File: src/rtl/core/rsc_pkg.sv
// Shared types, constants and helpers of the rotation subsequence counter.
`timescale 1ns / 1ps
package rsc_pkg;

  localparam int MAX_PATTERN = 32;
  localparam int LEN_W       = $clog2(MAX_PATTERN + 1);
  localparam int IDX_W       = $clog2(MAX_PATTERN);
  localparam int CNT_W       = 30;
  localparam int SYM_W       = 8;
  localparam logic [CNT_W:0] PRIME = 31'd1000000007;

  typedef enum logic [1:0] {
    FUNC_CLEAR  = 2'd0,
    FUNC_APPEND = 2'd1,
    FUNC_TEXT   = 2'd2,
    FUNC_REPORT = 2'd3
  } func_t;

  typedef struct packed {
    logic clear_all;
    logic append;
    logic take_symbol;
    logic load_rot;
    logic row_start;
    logic row_step;
    logic sum_mode;
    logic period_start;
    logic period_step;
    logic load_out;
  } cmd_t;

  typedef struct packed {
    logic rows_done;
    logic period_done;
  } stat_t;

  function automatic logic [CNT_W-1:0] add_mod(input logic [CNT_W-1:0] a,
                                               input logic [CNT_W-1:0] b);
    logic [CNT_W:0] s;
    s = {1'b0, a} + {1'b0, b};
    if (s >= PRIME) s = s - PRIME;
    return s[CNT_W-1:0];
  endfunction

endpackage

File: src/rtl/core/rsc_ctrl.sv
// Controller: request decode and sequencing of text update, period search and sum.
`timescale 1ns / 1ps
module rsc_ctrl import rsc_pkg::*; (
  input  logic  clk,
  input  logic  rst,
  input  logic  in_valid,
  output logic  in_ready,
  input  func_t func,
  output logic  out_valid,
  input  logic  out_ready,
  input  stat_t stat,
  output cmd_t  cmd
);

  typedef enum logic [4:0] {
    S_IDLE   = 5'b00001,
    S_TEXT   = 5'b00010,
    S_PERIOD = 5'b00100,
    S_SUM    = 5'b01000,
    S_DONE   = 5'b10000
  } state_t;

  state_t state, state_next;
  logic   accept;
  logic   out_free;

  assign in_ready = (state == S_IDLE);
  assign accept   = in_valid && in_ready;
  assign out_free = !out_valid || out_ready;

  always_comb begin
    cmd        = '0;
    state_next = state;
    unique case (state)
      S_IDLE: begin
        if (accept) begin
          unique case (func)
            FUNC_CLEAR:  cmd.clear_all = 1'b1;
            FUNC_APPEND: cmd.append = 1'b1;
            FUNC_TEXT: begin
              cmd.take_symbol = 1'b1;
              cmd.load_rot    = 1'b1;
              cmd.row_start   = 1'b1;
              state_next      = S_TEXT;
            end
            FUNC_REPORT: begin
              cmd.load_rot     = 1'b1;
              cmd.period_start = 1'b1;
              state_next       = S_PERIOD;
            end
            default: ;
          endcase
        end
      end
      S_TEXT: begin
        cmd.row_step = 1'b1;
        if (stat.rows_done) state_next = S_IDLE;
      end
      S_PERIOD: begin
        cmd.period_step = 1'b1;
        if (stat.period_done) begin
          cmd.row_start = 1'b1;
          state_next    = S_SUM;
        end
      end
      S_SUM: begin
        cmd.sum_mode = 1'b1;
        cmd.row_step = 1'b1;
        if (stat.rows_done) state_next = S_DONE;
      end
      S_DONE: begin
        if (out_free) begin
          cmd.load_out = 1'b1;
          state_next   = S_IDLE;
        end
      end
      default: state_next = S_IDLE;
    endcase
  end

  always_ff @(posedge clk) begin
    if (rst) begin
      state     <= S_IDLE;
      out_valid <= 1'b0;
    end else begin
      state <= state_next;
      if (cmd.load_out) begin
        out_valid <= 1'b1;
      end else if (out_ready) begin
        out_valid <= 1'b0;
      end
    end
  end

endmodule

File: config.mk
export PLATFORM = sky130hd
export DESIGN_NAME = rsc_ctrl
export DESIGN_NICKNAME = d
export VERILOG_FILES = /design/src/rtl/core/rsc_pkg.sv /design/src/rtl/core/rsc_ctrl.sv
export SDC_FILE = /design/constraint.sdc
export NUM_CORES = 1
export LEC_CHECK = 0
export BUFFER_PORTS_ARGS = -buffer_cell sky130_fd_sc_hd__buf_2
export CAP_MARGIN = 20
export CORE_AREA = 3 3 40 42
export CTS_BUF_LIST = sky130_fd_sc_hd__clkbuf_8
export DETAILED_ROUTE_END_ITERATION = 16
export DIE_AREA = 0 0 43 45
export GPL_ROUTABILITY_DRIVEN = 0
export PLACE_DENSITY = 0.58
export SYNTH_ARGS = -nofsm -noshare
export SYNTH_HDL_FRONTEND = slang
export SYNTH_SLANG_ARGS = --single-unit
File: constraint.sdc
create_clock -name clk -period 2.53 [get_ports clk]
set_clock_uncertainty 0.2 [all_clocks]
set_input_delay 0.253 -clock clk [delete_from_list [all_inputs] [get_ports clk]]
set_output_delay 0.253 -clock clk [all_outputs]
set_load 0.05 [all_outputs]
==> results of run 1 <==
==> area by class of cell <==
| class | count | share of cell area, % |
|---|---|---|
| Tap cell | 15 | 3.42 |
| Inverter | 3 | 2.05 |
| Multi-Input combinational cell | 37 | 47.7 |
| Clock buffer | 3 | 7.53 |
| Sequential cell | 6 | 21.9 |
| Timing Repair Buffer | 19 | 17.4 |
==> final timing paths <==
path	startpoint	endpoint	slack, ns	depth (start not counted)
worst max register to register	state[3]	state[0]	0.86	4
worst min-delay path	rst	state[4]	0.1	2
worst max-delay path	state[3]	cmd[5]	0.35	5
worst min register to register	out_valid	out_valid	0.28	2
==> logic make-up (layout without fill, tap and decap cells) <==
kind of cell    Yosys count  after routing  share of synthesized area, %
compound gates            8              8                          14.1
xor+xnor                  1              1                          2.25
flops                     6              6                          30.9
simple gates             28             28                          47.9
buf+inv                   4             25                          4.82
==> layer usage <==
metal | part of all wire (%) | track usage, %
met5 | 0 | 0
met3 | 4.8 | 3.98
met1 | 44 | 13.3
met4 | 3.7 | 9.04
met2 | 47 | 16.8
==> report_power, final <==
| group | internal, mW | switching [mW] |
|---|---|---|
| Sequential | 0.0989 | 0.00405 |
| Combinational | 0.0283 | 0.0649 |
| Clock | 0.102 | 0.0416 |
| Total | 0.229 | 0.111 |
==> synthesized netlist by cell type (all sizes together), types with 2 or more instances <==
cell,number
dfxtp,6
nand2,6
a21oi,4
inv,3
nor2,3
nor3b,3
and3,2
nand4,2
nor2b,2
nor3,2
o2bb2ai,2
==> worst max-delay path: stages (launching register included) <==
cell and delay (ns):
dfxtp_1 0.33, or3_4 0.42, nor3b_2 0.30, nand2_1 0.12
nand2_1 0.07, buf_2 0.26
==> flip-flops by register name, summed over array words and instances, names as in the netlist <==
signal     cells
state          5
out_valid      1
==> per-stage QoR <==
step / hold slack, ns / power (mW) / cells / setup WS, ns / area (µm²)
2_1_floorplan: 0.122 / 0.174 / 47 / 0.0254 / 400
3_3_place_gp: 0.270 / 0.199 / 80 / 0.551 / 507
3_5_place_dp: 0.279 / 0.199 / 80 / 0.549 / 507
4_1_cts: 0.0980 / 0.343 / 83 / 0.312 / 548
5_1_grt: 0.109 / 0.357 / 83 / 0.178 / 548
6_report: 0.0998 / 0.340 / 83 / 0.347 / 548
==> metrics, run 1 <==
final hold vios=0; Post-Syn Nets=55; period utilization=86.3%; initial DRC count=12; Seq/Total Area, Yosys=30.9%; Fin Setup TNS=0 ns; antenna viol nets, final=0; share of cells above drive strength 1=44.1%; P&R area growth vs syn=40.8%; Num CTS Buffers=3; Slew headroom=82.1%; hold crit path type=input port to register; routed len/inst=11.0 µm; CTS Hold Bufs=0; Reg clk slew, reported paths=0.04 ns; largest area contributor in the netlist=dfxtp_1; max_cap viols=0; most frequent cells in the layout=buf_2, nand2_1, dfxtp_1; CTS tree=done; Die H=45 µm; Core ar.=0.00128 mm²; final wirelength=914 µm; min Tclk post-route=2.18 ns; ANT cells=0; Max FO, Critical Path=5; Layout Utilization=42.6%; FP Rows=13; total global routing overflow=0; # resized after CTS=0; global-route wire length before repair=1580 µm; top_reg_cell synth=dfxtp_1; Synth cell types=25; top cells by area, synth=dfxtp_1, nand2_1, a21oi_1; worst-margin pin slew=0.267 ns; multi-input logic area=262 µm²; starting density of the core=30.3%; Pwr Density=620 mW/mm²; CTS Buffer Depth=2; Pleak=0.266 nW; worst skew pair latency=0.22 ns; dpl hpwl=747 µm; vias=416; RSZ-0062 raised after global routing=no; CP required=2.08 ns; CTS H-tree depth=1; num ports=20; most common cell after layout, fill and taps aside=buf_2; Port-buffer cells=19; DRC errors left=0; WP data arrival=1.73 ns; Mapped Cells=47; die width=43 µm; worst vdd ir=0.000230 V; Reg area=120 µm²; number of synthesized register bits=6; final setup fails=0; mapped cell area=389 µm²; first drt pass iteration count=2; Worst Setup End Kind=primary output; GRT Overall Usage=11.3%; worst setup path category=register to primary output; root buf cell=clkbuf_8; Layout Nets=78; share of the synthesized area in the top cell type=30.9%; initial antenna violation count=0; vias in the first global route=377; via-per-instance ratio=5.01; Post-synth EDFFs=0; largest net degree at the start of global routing=9; clock sinks=6; warnings from Yosys=0; status=completed; Fillers=138; Peak Freq=0.458 GHz; Max Slew Vio Count=0; Syn Area/Cell=8.28 µm²; postcts setup bufs=0; Die ar.=0.00194 mm²; CP Launch Type=register; asr flop ratio synth=0%
(Power assumes the default switching activity.)
==> run 2, diff against run 1 <==
--- a/config.mk
+++ b/config.mk
@@ -5,6 +5,7 @@
 export SDC_FILE = /design/constraint.sdc
 export NUM_CORES = 1
 export LEC_CHECK = 0
+export ABC_AREA = 1
 export BUFFER_PORTS_ARGS = -buffer_cell sky130_fd_sc_hd__buf_2
 export CAP_MARGIN = 20
 export CORE_AREA = 3 3 40 42
@@ -12,7 +13,7 @@
 export DETAILED_ROUTE_END_ITERATION = 16
 export DIE_AREA = 0 0 43 45
 export GPL_ROUTABILITY_DRIVEN = 0
-export PLACE_DENSITY = 0.58
+export PLACE_DENSITY = 0.6
 export SYNTH_ARGS = -nofsm -noshare
 export SYNTH_HDL_FRONTEND = slang
 export SYNTH_SLANG_ARGS = --single-unit
==> run 2 against run 1 <==
Compared with the run above: sequential power up 7%; global-route usage increased by 0.66 points; first-iteration DRC count is 17% lower; cell area grew 2.3%; routed wire length increased by 12%; critical path depth increased by 1; non-clock buffer count stayed put; highest routed layer is now met3; clock power hardly changed; register-to-register slack improved by 0.33 ns; synthesized cell count rose by 38%; critical path type unchanged; sequential share of layout area shrank 0.49 points.
==> metrics, run 2 <==
top cells by area, synth=dfxtp_1, inv_1, nor2_1; RSZ-0062 raised after global routing=no; Top Usage Layer GRT=met2; dpl hpwl=867 µm; Mapped Cells=65; CTS H-tree depth=1; Worst Setup End Kind=primary output; Pwr Density=761 mW/mm²; Fillers=139; initial antenna violation count=0; most frequent cell after synthesis=inv_1; max reg flops=5; CTS tree=done; Hold Startpoint=rst; top_reg_cell synth=dfxtp_1; vias=458; worst skew pair latency=0.22 ns; Hold WS=0.0488 ns; r2r setup slk=1.19 ns; # resized after CTS=0; worst vdd ir=0.000384 V; largest area contributor in the netlist=dfxtp_1; Endpoint, Worst Hold=state[1]; mapped cell area=413 µm²; routed len/inst=10.1 µm; Post-Syn Nets=73; hold crit path type=input port to register; CP Launch Type=register; Biggest register=state; antenna viol nets, final=0; final wirelength=1030 µm; Die H=45 µm; largest registers=state: 5 flops, out_valid: 1 flops; routing usage on met1=13.3%; most common cell after layout, fill and taps aside=buf_2; number of synthesized register bits=6; Max FO, Critical Path=5; final hold vios=0; final setup fails=0; DRC errors left=0; max_cap viols=0; met2 GRT Util=20.1%; ANT cells=0; Synth cell types=15; most frequent cells after synthesis=inv_1, nor2_1, nand2_1, dfxtp_1, nand3_1; largest net degree at the start of global routing=6; Fin Setup TNS=0 ns; endpoint of the worst register-to-register path=state[2]; Core ar.=0.00128 mm²; Slew headroom=83.0%; num ports=20; Peak Freq=0.536 GHz; Port-buffer cells=19; vias in the first global route=431; met3 GRT Util=6.37%; r2r startpoint=state[4]; Max Slew Vio Count=0; share of the synthesized area in the top cell type=29.1%; status=completed; GRT Overall Usage=12.0%; Pleak=0.339 nW; asr flop ratio synth=0%; CP required=2.08 ns; share of cells above drive strength 1=39.5%; CTS Hold Bufs=0; Syn Area/Cell=6.35 µm²; Reg clk slew, reported paths=0.04 ns; min Tclk post-route=1.87 ns; Worst R2R Path Depth=7; Seq/Total Area, Yosys=29.1%; clock sinks=6; initial DRC count=10; root buf cell=clkbuf_8; global-route wire length before repair=1730 µm; period utilization=73.8%; FP Rows=13; total global routing overflow=0; postcts setup bufs=0; warnings from Yosys=0; die width=43 µm; CTS Buffer Depth=2; via-per-instance ratio=4.53; first drt pass iteration count=4; WP data arrival=1.41 ns; P&R area growth vs syn=35.8%; worst-margin pin slew=0.257 ns; starting density of the core=32.1%; Die ar.=0.00194 mm²; Layout Nets=96; most frequent cells in the layout=buf_2, inv_1, nor2_1; worst setup path category=register to primary output; Post-synth EDFFs=0; Num CTS Buffers=3; Hold Path Cell Cnt=2
run 2: cell count changes in the layout (fill, tap and decap cells not counted), sizes merged, moves of 2 or more:
cell and delta:
and3 -2, inv +12, nand2 +4, nand3 +7, nand4 +2, nor2 +12, nor2b -2, nor3b -3
o2bb2ai -2
run 2: cells by family after synthesis:
kind of cell	share of synthesized area (%)
AO/OA/AOI/OAI	5.45
buffers and inverters	15.5
flip-flops	29.1
AND/OR/NAND/NOR	50.0
run 2: worst max-delay path by stage:
stage	endpoint	cells after the start	slack [ns]	startpoint
global route	cmd[8]	6	0.54	state[3]
CTS	cmd[9]	6	0.64	state[3]
detailed placement	cmd[9]	6	0.89	state[3]
floorplan	cmd[8]	5	0.32	state[3]
finish	cmd[9]	6	0.66	state[3]
global placement	cmd[8]	6	0.92	state[3]
run 2: where the power goes:
group          switching, mW  internal, mW
sequential           0.00673         0.104
clock                 0.0390         0.102
combinational          0.130        0.0458
total                  0.175         0.251
run 2: area by class of cell:
cell class	count	area [µm²]	area share, %
Clock buffer	3	41.3	7.37
Inverter	15	56.3	10.0
Multi-Input combinational cell	43	229	40.8
Sequential cell	6	120	21.4
Tap cell	15	18.8	3.35
Timing Repair Buffer	19	95.1	17.0
run 2: routing by layer:
layer,part of all wire [%],vias to the layer above
li1,-,245
met1,46,197
met2,48,16
met3,5.8,0
met4,0,0
met5,0,-
run 2: critical path, cell delays in order (launching register included):
cell	delay, ns
dfxtp_1	0.34
nor2_4	0.17
nand3_2	0.11
nor2_1	0.10
inv_1	0.05
nor3_1	0.13
buf_2	0.29
run 2: stage by stage:
stage / setup slack (ns) / std cells / cell area (µm²) / util [%] / power (mW)
after detailed placement: 0.889 / 98 / 519 / 40.4 / 0.286
after CTS: 0.643 / 101 / 561 / 43.6 / 0.432
after global routing: 0.544 / 101 / 561 / 43.6 / 0.456
after global placement: 0.922 / 98 / 519 / 40.4 / 0.284
after floorplan: 0.322 / 65 / 413 / - / 0.248
final: 0.663 / 101 / 561 / 43.6 / 0.427
==> run 3, diff against run 2 <==
==> constraint.sdc (replaced) <==
create_clock -name clk -period 1.8 [get_ports clk]
set_clock_uncertainty 0.2 [all_clocks]
set_input_delay 0.18 -clock clk [delete_from_list [all_inputs] [get_ports clk]]
set_output_delay 0.18 -clock clk [all_outputs]
set_load 0.05 [all_outputs]
==> run 3 against run 2 <==
Compared with the run above: highest routed layer is now met4; largest cell class unchanged; worst setup slack worse by 0.64 ns; utilization is 4.3 points higher; sequential share of layout area is 1.7 points lower; register-to-register slack worse by 0.74 ns.
==> metrics, run 3 (same netlist as run 2, synthesis figures left out) <==
status=completed; min Tclk post-route=1.78 ns; CP Launch Type=register; Max Slew Vio Count=0; first drt pass iteration count=4; Reg clk slew, reported paths=0.04 ns; final wirelength=1170 µm; period utilization=98.8%; root buf cell=clkbuf_8; CTS Buffer Depth=2; max_cap viols=0; dpl cells=98; non-filler instance count after layout=102; CP required=1.42 ns; largest net degree at the start of global routing=6; clock sinks=6; Port-buffer cells=19; FP Rows=13; antenna viol nets, final=0; num ports=20; vias in the first global route=422; initial DRC count=17; Max stage delay on crit path=0.33 ns; worst-margin pin slew=0.250 ns; GRT Overall Usage=12.4%; via-per-instance ratio=4.85; starting density of the core=32.1%; Slew headroom=83.4%; P&R area growth vs syn=49.1%; Max FO, Critical Path=5; hold crit path type=input port to register; ANT cells=0; DRC errors left=0; share of cells above drive strength 1=44.8%; Biggest register=state; Tot Pwr=0.630 mW; worst skew pair latency=0.22 ns; dpl hpwl=871 µm; Worst Setup End Kind=primary output; Hold WS=0.0641 ns; total global routing overflow=0; CTS H-tree depth=1; Core ar.=0.00128 mm²; final setup fails=0; max reg flops=5; WP data arrival=1.40 ns; routed len/inst=11.5 µm; Die ar.=0.00194 mm²; most frequent cells in the layout=inv_1, buf_2, nor2_1; Pwr Density=1020 mW/mm²; Die H=45 µm; CTS tree=done; Fillers=125; largest registers=state: 5 flops, out_valid: 1 flops; Layout Nets=97; vias=495; CP max stage cell=dfxtp_1; CP top delay family=simple AND/OR/NAND/NOR gates; global-route wire length before repair=1720 µm; die width=43 µm; worst setup path category=register to primary output; postcts setup bufs=0; initial antenna violation count=0; final hold vios=0; Pleak=0.347 nW; Buffers & Inverters on Critical Path=2; CP Cell Sequence=nor2_4, nand3_2, nor2_1, inv_1, nor3_2, buf_4; Num CTS Buffers=3; worst vdd ir=0.000378 V; Peak Freq=0.562 GHz
run 3: worst register-to-register path, cell delays in order (launching register included):
cell,delay (ns)
dfxtp_1,0.33
nor2_4,0.16
nand3_2,0.12
inv_1,0.13
nand3_2,0.12
nand3_1,0.11
nand3_1,0.07
inv_1,0.06
run 3: final cells by class:
cell class	count	area (µm²)	area share, %
well taps	15	18.8	3.05
multi-input cells	43	256	41.7
inverters	15	56.3	9.15
repair buffers	20	121	19.7
flip-flops and latches	6	121	19.7
clock buffers	3	41.3	6.71
run 3: path summary, 6_finish.rpt:
kind	start	to	depth (start not counted)	slack [ns]
max	state[2]	cmd[9]	6	0.02
min	stat[0]	state[3]	3	0.06
max reg2reg	state[2]	state[2]	7	0.45
min reg2reg	state[4]	state[4]	2	0.35
run 3: what timing repair did:
action	in CTS	in global routing
setup endpoints to repair	0	5
hold endpoints to repair	3	0
gates resized for setup	0	15
hold buffers	1	0
run 3: layer usage:
layer  vias to the layer above  GRT usage [%]  wire length, µm  share of wire (%)
li1                        250              -                -                  -
met1                       214           14.3              509                 43
met2                        22           19.8              519                 44
met3                         9           3.59               61                5.2
met4                         0           9.04               81                6.9
met5                         -              0                0                  0
run 3: power breakdown:
part,switching [mW],internal (mW),leakage (nW),total [mW]
logic,0.193,0.0775,0.277,0.270
registers,0.0118,0.147,0.0486,0.159
clock network,0.0578,0.144,0.0216,0.201
total,0.262,0.368,0.347,0.630
run 3: per-stage QoR:
stage / instance area (µm²) / worst slack (ns) / setup TNS (ns) / util (%)
2_1_floorplan: 420 / -0.335 / -0.765 / -
3_3_place_gp: 527 / 0.244 / 0 / 41.0
3_5_place_dp: 527 / 0.252 / 0 / 41.0
4_1_cts: 578 / 0.00852 / 0 / 45.0
5_1_grt: 616 / -0.0475 / -0.0563 / 47.9
6_report: 616 / 0.0218 / 0 / 47.9
